**config.mk**
```make
export PLATFORM = sky130hd
export DESIGN_NAME = gbs_front
export DESIGN_NICKNAME = d
export VERILOG_FILES = /design/src/hdl/gbs_pkg.sv /design/src/hdl/gbs_front.sv
export SDC_FILE = /design/constraint.sdc
export NUM_CORES = 1
export LEC_CHECK = 0
export ABC_AREA = 1
export BUFFER_PORTS_ARGS = -buffer_cell sky130_fd_sc_hd__buf_2
export CAP_MARGIN = 20
export CORE_UTILIZATION = 65
export CTS_CLUSTER_DIAMETER = 120
export DETAILED_ROUTE_END_ITERATION = 10
export PLACE_DENSITY_LB_ADDON = 0.05
export SKIP_CTS_REPAIR_TIMING = 1
export SYNTH_ARGS = -nofsm -noshare
export SYNTH_HDL_FRONTEND = slang
export SYNTH_SLANG_ARGS = --single-unit
```
**constraint.sdc**
```tcl
create_clock -name clock -period 10.9 [get_ports clock]
set_clock_uncertainty 0.2 [all_clocks]
set_input_delay 1.09 -clock clock [delete_from_list [all_inputs] [get_ports clock]]
set_output_delay 1.09 -clock clock [all_outputs]
set_load 0.05 [all_outputs]
```
**src/hdl/gbs_pkg.sv**
```systemverilog
`timescale 1ns / 1ps
// shared types and constants for the greedy box suppression block
// no dependencies

package gbs_pkg;

   localparam int MaxKept    = 64;
   localparam int KeptAddrW  = $clog2(MaxKept);
   localparam int KeptCountW = $clog2(MaxKept + 1);
   localparam int QueueDepth = 2;
   localparam int IouResetValue = 29491;

   localparam int CoordW = 16;
   localparam int EdgeW  = 17;
   localparam int SizeW  = 15;
   localparam int AreaW  = 30;
   localparam int ThrW   = 16;
   localparam int UnionW = AreaW + 1;
   localparam int ProdW  = ThrW + UnionW;
   localparam int BoxNumW = 16;

   typedef struct packed {
      logic                     frame_start;
      logic signed [CoordW-1:0] left;
      logic signed [CoordW-1:0] top;
      logic signed [EdgeW-1:0]  right;
      logic signed [EdgeW-1:0]  bottom;
      logic [AreaW-1:0]         area;
   } box_type;

   typedef struct packed {
      logic signed [CoordW-1:0] left;
      logic signed [CoordW-1:0] top;
      logic signed [EdgeW-1:0]  right;
      logic signed [EdgeW-1:0]  bottom;
      logic [AreaW-1:0]         area;
   } entry_type;

   localparam int EntryW = $bits(entry_type);

   typedef struct packed {
      logic                  keep;
      logic [BoxNumW-1:0]    box_number;
      logic [KeptCountW-1:0] kept_total;
      logic                  store_overflow;
   } result_type;

   typedef enum logic [2:0] {
      ST_IDLE   = 3'b001,
      ST_SCAN   = 3'b010,
      ST_FINISH = 3'b100
   } back_state_type;

endpackage

```
**src/hdl/gbs_front.sv**
```systemverilog
`timescale 1ns / 1ps
// front part: takes a request, derives right and bottom edges and the area
// depends on gbs_pkg

module gbs_front (
   input  logic                        clock,
   input  logic                        reset,
   input  logic                        req_valid,
   output logic                        req_ready,
   input  logic                        frame_start,
   input  logic signed [gbs_pkg::CoordW-1:0] box_left,
   input  logic signed [gbs_pkg::CoordW-1:0] box_top,
   input  logic [gbs_pkg::SizeW-1:0]   box_width,
   input  logic [gbs_pkg::SizeW-1:0]   box_height,
   output logic                        push_valid,
   input  logic                        push_ready,
   output gbs_pkg::box_type            push_box
);

   logic             valid_ff, valid_in;
   gbs_pkg::box_type box_ff, box_in;
   logic             take;

   assign req_ready = !valid_ff || push_ready;
   assign take      = req_valid && req_ready;

   always_comb begin
      valid_in = valid_ff;
      if (take) begin
         valid_in = 1'b1;
      end else if (push_ready) begin
         valid_in = 1'b0;
      end
      box_in.frame_start = frame_start;
      box_in.left   = box_left;
      box_in.top    = box_top;
      box_in.right  = gbs_pkg::EdgeW'(box_left) + $signed({2'b00, box_width});
      box_in.bottom = gbs_pkg::EdgeW'(box_top) + $signed({2'b00, box_height});
      box_in.area   = gbs_pkg::AreaW'(box_width) * gbs_pkg::AreaW'(box_height);
   end

   always_ff @(posedge clock) begin
      if (reset) begin
         valid_ff <= 1'b0;
      end else begin
         valid_ff <= valid_in;
      end
   end

   always_ff @(posedge clock) begin
      if (take) begin
         box_ff <= box_in;
      end
   end

   assign push_valid = valid_ff;
   assign push_box   = box_ff;

endmodule

```
==> flow_summary.ini <==
[route]
wl_um = 30200
routedWlPerCell_um = 14.8
avgViaCountPerCell = 5.13
drc_errors = 0
first_iter_violations = 583
drt_pass1_iterations = 5
antenna_left = 0
vias = 10500

[synthesis]
ys_ff_latch = 98
synth_cells = 1624
seq_area_frac_synth_pct = 22.6
syn_nets = 1984
yosysUniqueCellTypes = 31
avgSynthCellArea_um2 = 7.98
ys_warn_count = 0
netlist_area_um2 = 13000

[layout]
fin_cells = 2040
mostFrequentLayoutCells = nand2_1 (487), inv_1 (464), fa_1 (169)
final_cell_area_um2 = 14400
layout_commonest_cell = nand2_1
num-fill-cells = 1555
drive_above_1_share_pct = 11.5
fin_nets = 2130
register_area_um2 = 2930
syn_to_final_growth_pct = 10.7
diodes = 0
multi_input_area_um2 = 8180

[grt]
grt_pass1_vias = 10300
grt_overflow = 0
grt_antenna_before_repair = 0
grt_pass1_wl_um = 49800
grt.total_usage_pct = 31.7
grt_max_degree = 55

[placed_design]
placed_cell_area_um2 = 14100
globalplace.congestion = 0.942
place_hpwl_um = 24600
place_inst = 2024
port_buffers = 165

[sta]
min_period_ns = 6.21
rsz0062_at_grt = false
final_max_slew_viol_count = 0
final-setup-viol-count = 0
clock.fmax_mhz = 161
finalCritPeriodShare_pct = 56.9
hold_viol_final = 0
relSlewSlack_pct = 56.9
setup_tns_ns = 0
worstMarginPinSlew_ns = 0.646

[floorplan]
coreArea_um2 = 19500
dieWidth_um = 143
ios = 166
row_count = 51
dieArea_um2 = 20500
die_h_um = 143
start_util_pct = 66.4

[worst_setup_path]
end_kind = flip-flop
crit_family = adder cells
rr_worst_depth = 3
critPathLaunchType = input pin
slowest_delay_ns = 0.57
path_class = in2reg
cp_common_cell = inv_1
crit_path_top_delay_cell = fa_1
cp_max_fo = 16
worst_ep_arrival_time_ns = 6.14
critPathRequiredTime_ns = 10.83
cp_num_buf_inv = 8
path_cells = buf_2 -> nand2_1 -> inv_1 -> fa_1 -> inv_1 -> fa_1 -> inv_1 -> fa_1 -> inv_1 -> fa_1 -> inv_1 -> fa_1 -> inv_1 -> fa_1 -> inv_1 -> ha_1 -> nand2_2 -> nor2_1 -> nand3_1 -> nand3_2 -> nand3_1 -> nand3_1 -> nand2_1
worst-path-stages = 23

[clocking]
clockBufferDepth = 2
clock-sinks = 98
numCtsBuffers = 9
root_buffer = clkbuf_16
h-tree-depth = 3
clk_pin_slew_ns = 0.08
clk_latency_ns = 0.37
cts_tree = yes

[flow_run]
cap_violations = 0

[status]
status = complete, no violations

[worst_hold_path]
hold-path-cell-count = 2
hold_class = reg2reg
==> cell type report <==
cell class / count / share of cell area (%)
clock inverters: 7 / 0.566
clock buffers: 9 / 1.57
repair buffers: 167 / 6.00
multi-input cells: 1029 / 57.0
flip-flops and latches: 98 / 20.4
well taps: 265 / 2.31
inverters: 465 / 12.2
==> flip-flops by register name (all words and copies together) (netlist names) <==
name and count:
push_box 97, push_valid 1
==> Yosys cell counts, drive strengths merged <==
library cell | count | area, µm²
o21bai | 7 | 52.6
nand2 | 493 | 1870
nand2b | 1 | 6.26
nor3 | 9 | 55.1
clkbuf | 32 | 120
fa | 169 | 3380
nand3 | 56 | 290
edfxtp | 97 | 2910
inv | 465 | 1750
and2 | 4 | 25.0
ha | 124 | 1550
a21o | 3 | 22.5
xor2 | 24 | 210
nand4 | 13 | 81.3
nor2 | 62 | 248
dfxtp | 1 | 20.0
o21ai | 9 | 52.6
a21oi | 40 | 208
nand3b | 1 | 7.51
o22ai | 1 | 6.26
or2 | 3 | 18.8
a31oi | 1 | 6.26
xnor2 | 9 | 78.8
==> kinds of logic after synthesis <==
family	Yosys count	synth area share (%)
xor gates and xnor gates	33	2.23
buffers and inverters	497	14.4
DFF	98	22.6
and+or+nand+nor	642	20.0
adders and majority gates	293	38.1
AOI/OAI and AO/OA	61	2.68
==> tightest hold or removal path, cell delays in order (launching register included) <==
cell,delay [ns]
dfxtp_1,0.35
nand2_1,0.10
a21oi_1,0.07
==> worst paths after layout <==
kind	from	end	slack, ns
max reg2reg	push_valid	push_box[46]	9.00
min	push_valid	push_valid	0.36
min reg2reg	push_valid	push_valid	0.36
max	box_width[10]	push_box[21]	4.69
==> metrics by stage <==
stage	setup WS, ns	hold WS [ns]	util, %
after detailed placement	4.35	0.344	72.0
after global routing	4.41	0.396	73.5
after CTS	4.71	0.359	73.5
final	4.69	0.358	73.5
after floorplan	4.30	0.871	-
after global placement	4.31	0.311	71.8
==> routing by layer <==
| layer | part of all wire, % | GRT usage (%) | wire (µm) |
|---|---|---|---|
| met1 | 41 | 40.2 | 12400 |
| met2 | 49 | 54.6 | 14600 |
| met3 | 7.1 | 5.03 | 2140 |
| met4 | 3.1 | 11.9 | 935 |
| met5 | 0 | 0 | 0 |
Power is left out: the tool's default activity adds up to more than one toggle a clock period on the data nets, which glitch-free logic cannot reach.
