--- src/hdl/gbs_pkg.sv ---
`timescale 1ns / 1ps
// shared types and constants for the greedy box suppression block
// no dependencies

package gbs_pkg;

   localparam int MaxKept    = 64;
   localparam int KeptAddrW  = $clog2(MaxKept);
   localparam int KeptCountW = $clog2(MaxKept + 1);
   localparam int QueueDepth = 2;
   localparam int IouResetValue = 29491;

   localparam int CoordW = 16;
   localparam int EdgeW  = 17;
   localparam int SizeW  = 15;
   localparam int AreaW  = 30;
   localparam int ThrW   = 16;
   localparam int UnionW = AreaW + 1;
   localparam int ProdW  = ThrW + UnionW;
   localparam int BoxNumW = 16;

   typedef struct packed {
      logic                     frame_start;
      logic signed [CoordW-1:0] left;
      logic signed [CoordW-1:0] top;
      logic signed [EdgeW-1:0]  right;
      logic signed [EdgeW-1:0]  bottom;
      logic [AreaW-1:0]         area;
   } box_type;

   typedef struct packed {
      logic signed [CoordW-1:0] left;
      logic signed [CoordW-1:0] top;
      logic signed [EdgeW-1:0]  right;
      logic signed [EdgeW-1:0]  bottom;
      logic [AreaW-1:0]         area;
   } entry_type;

   localparam int EntryW = $bits(entry_type);

   typedef struct packed {
      logic                  keep;
      logic [BoxNumW-1:0]    box_number;
      logic [KeptCountW-1:0] kept_total;
      logic                  store_overflow;
   } result_type;

   typedef enum logic [2:0] {
      ST_IDLE   = 3'b001,
      ST_SCAN   = 3'b010,
      ST_FINISH = 3'b100
   } back_state_type;

endpackage

--- src/hdl/gbs_queue.sv ---
`timescale 1ns / 1ps
// short queue of prepared boxes between the front and back parts
// depends on gbs_pkg

module gbs_queue (
   input  logic             clock,
   input  logic             reset,
   input  logic             push_valid,
   output logic             push_ready,
   input  gbs_pkg::box_type push_box,
   output logic             pop_valid,
   input  logic             pop_ready,
   output gbs_pkg::box_type pop_box
);

   localparam int PtrW   = $clog2(gbs_pkg::QueueDepth);
   localparam int CountW = $clog2(gbs_pkg::QueueDepth + 1);

   gbs_pkg::box_type slots_ff [gbs_pkg::QueueDepth];
   logic [PtrW-1:0]   wr_ptr_ff, wr_ptr_in;
   logic [PtrW-1:0]   rd_ptr_ff, rd_ptr_in;
   logic [CountW-1:0] count_ff, count_in;
   logic              do_push, do_pop;

   assign push_ready = count_ff != CountW'(gbs_pkg::QueueDepth);
   assign pop_valid  = count_ff != '0;
   assign do_push    = push_valid && push_ready;
   assign do_pop     = pop_valid && pop_ready;
   assign pop_box    = slots_ff[rd_ptr_ff];

   always_comb begin
      wr_ptr_in = do_push ? wr_ptr_ff + 1'b1 : wr_ptr_ff;
      rd_ptr_in = do_pop ? rd_ptr_ff + 1'b1 : rd_ptr_ff;
      count_in  = count_ff;
      if (do_push && !do_pop) begin
         count_in = count_ff + 1'b1;
      end else if (do_pop && !do_push) begin
         count_in = count_ff - 1'b1;
      end
   end

   always_ff @(posedge clock) begin
      if (reset) begin
         wr_ptr_ff <= '0;
         rd_ptr_ff <= '0;
         count_ff  <= '0;
      end else begin
         wr_ptr_ff <= wr_ptr_in;
         rd_ptr_ff <= rd_ptr_in;
         count_ff  <= count_in;
      end
   end

   always_ff @(posedge clock) begin
      if (do_push) begin
         slots_ff[wr_ptr_ff] <= push_box;
      end
   end

endmodule

--- config.mk ---
export PLATFORM = sky130hd
export DESIGN_NAME = gbs_queue
export DESIGN_NICKNAME = d
export VERILOG_FILES = /design/src/hdl/gbs_pkg.sv /design/src/hdl/gbs_queue.sv
export SDC_FILE = /design/constraint.sdc
export NUM_CORES = 1
export LEC_CHECK = 0
export BUFFER_PORTS_ARGS = -buffer_cell sky130_fd_sc_hd__buf_2
export CAP_MARGIN = 25
export CORE_MARGIN = 2
export CORE_UTILIZATION = 25
export CTS_BUF_LIST = sky130_fd_sc_hd__clkbuf_4 sky130_fd_sc_hd__clkbuf_8
export CTS_CLUSTER_DIAMETER = 40
export DETAILED_ROUTE_END_ITERATION = 8
export SYNTH_ARGS = -nofsm -noshare
export SYNTH_HDL_FRONTEND = slang
export SYNTH_SLANG_ARGS = --single-unit
export TNS_END_PERCENT = 5
--- constraint.sdc ---
create_clock -name clock -period 4.4 [get_ports clock]
set_input_delay 0.66 -clock clock [delete_from_list [all_inputs] [get_ports clock]]
set_output_delay 0.66 -clock clock [all_outputs]
set_load 0.02 [all_outputs]
==> impl_metrics.ini <==
[logic_synthesis]
syn_inst = 326
netlist_area_um2 = 7340
synth_top_cell_area_share_pct = 79.4
synth_seq_cells = 199
avgSynthCellArea_um2 = 22.5
yosys-top-cells-area = edfxtp_1 (79%), mux2_2 (10%), mux2_4 (6.1%)
synth_nets = 428
ys_types = 19
yosysTopAreaCell = edfxtp_1
yosys_warnings = 0
ys_seq_area_share_pct = 80.7

[power]
power_mw = 5.07
p_leak_nw = 3.37
ir_drop_mv = 0.441
powerDensity_nw_per_um2 = 552

[clocking]
post_cts_buffers = 0
cts_sinks = 199
hold_buffers = 0
path_clk_slew_ns = 0.12
cts_buffer_depth = 2
cts_made_buffers = 17
cts-root-buf = clkbuf_8
clkLatencyLatePin_ns = 0.44
cts-resized-gates = 0
cts_tree = built
cts.htree.levels = 4

[global_route]
grt_antenna_before_repair = 1
overflow = 0
grt_max_degree = 54
grt_pass1_wl_um = 20900
grt_pass1_vias = 3711
grtUsageTotal_pct = 8.96

[sta]
whs_ns = 0.388
fin_crit_sh_pct = 67.0
finalMaxSlewViolations = 0
tightest_slew_ns = 0.730
finalSetupViolations = 0
fin_skew_ns = 0.00856
fmax_mhz = 339
max_slew_margin_pct = 51.3
rsz0062_at_grt = no
fin_crit_ns = 2.95
finalSetupTns_ns = 0
hold_viol = 0
setup_slack_ns = 1.45

[placed_design]
pre_cts_ws_ns = 1.87
placed_area_um2 = 8800
place_hpwl_um = 9340
gp_congestion = 0.676
port_buffers = 199

[critical_path]
end_kind = primary output
crit_path_start_kind = flip-flop
worstPathArrival_ns = 2.29
r2r_slack_ns = 2.06
crit_chain = buf_12 -> mux2_2 -> buf_2
cp.required_ns = 3.74
slowest_stage = dfxtp_4
crit_path_max_fanout = 53
cpPeakStageDelay_ns = 0.80
crit_type = flip-flop to primary output

[cells_and_area]
fillCellCount = 2831
fin_area_um2 = 9190
multiInputGateArea_um2 = 1330
seqCellArea_um2 = 5930
num-nets-final = 639
syn2layout_area_growth_pct = 25.1
layout_commonest_cell = buf_2
layout_common_cells = buf_2 (199), edfxtp_1 (194), mux2_2 (67)
drive_above_1_share_pct = 61.3

[die]
ioPinCount = 200
die_h_um = 175
core_um2 = 28800
die_w_um = 175
start_util_pct = 25.5
die_area_um2 = 30700
row_count = 62

[route]
dr_total_vias = 3693
wl_per_cell_um = 15.0
first_pass_iters = 4
drt_iter0_drc = 198
vias_per_cell = 3.95
route.final.wire_length_um = 14000
drcViolationCount = 0
ant_nets = 0

[status]
status = finished clean

[hold_path]
hp-class = input pin to flip-flop

[job]
drv_cap = 0
-- final timing paths --
kind | startpoint | end | depth (start not counted)
worst max-delay path | flip-flop | pop_box[82] | 3
worst min register to register | rd_ptr_ff$_SDFFE_PP0P_ | rd_ptr_ff$_SDFFE_PP0P_ | 2
worst max register to register | count_ff[0]$_SDFFE_PP0P_ | slots_ff[1][9]$_DFFE_PP_ | 3
worst min-delay path | push_box[88] | slots_ff[0][88]$_DFFE_PP_ | 1
-- stage by stage --
| stage | std cells | util, % |
|---|---|---|
| floorplan | 326 | - |
| global placement | 902 | 30.6 |
| detailed placement | 902 | 30.6 |
| CTS | 934 | 31.9 |
| global route | 934 | 31.9 |
| finish | 935 | 31.9 |
-- cells by family after synthesis --
| logic type | count (synthesis) | synth area share [%] |
|---|---|---|
| compound gates | 5 | 0.409 |
| mux | 97 | 16.4 |
| buf+inv | 12 | 1.23 |
| fa+ha+maj | 1 | 0.170 |
| flops | 199 | 80.7 |
| xor+xnor | 3 | 0.358 |
| simple gates | 9 | 0.682 |
-- layer usage --
layer | share of wire (%) | wire length [um] | track usage (%)
met1 | 45 | 6270 | 11.8
met5 | 0.093 | 13 | 0
met2 | 45 | 6340 | 13.1
met4 | 0.78 | 109 | 2.71
met3 | 8.9 | 1250 | 4.18
-- report_power, final --
part	total [mW]	internal, mW	switching, mW
sequential	2.48	2.36	0.116
combinational	1.46	0.618	0.838
clock	1.14	0.429	0.709
-- layout make-up --
cell class / instances / area share (%)
inverters: 1 / 0.0681
well taps: 384 / 5.23
flip-flops and latches: 199 / 64.6
clock buffers: 17 / 2.55
diodes: 1 / 0.0272
clock inverters: 15 / 1.66
repair buffers: 203 / 11.4
multi-input cells: 115 / 14.5
-- registers in the layout (all words and copies together), names as in the netlist, named ones only --
signal     cells
rd_ptr_ff      1
slots_ff     194
wr_ptr_ff      1
count_ff       2
-- synth_stat cells (all sizes together) --
cell type	n
mux2	97
nand3b	1
nor2	3
and2	1
or3	1
xor2	3
edfxtp	194
ha	1
dfxtp	5
and3	1
buf	11
inv	1
o21ai	2
nand2b	1
or2	1
a21bo	1
a21oi	2
-- worst max-delay path: cells and delay by family, from the launching register on --
kind | cells | cell delay (ns)
flops | 1 | 0.80
buf+inv | 2 | 0.50
mux | 1 | 0.40
Note: power is estimated with default switching activity, not from simulation.
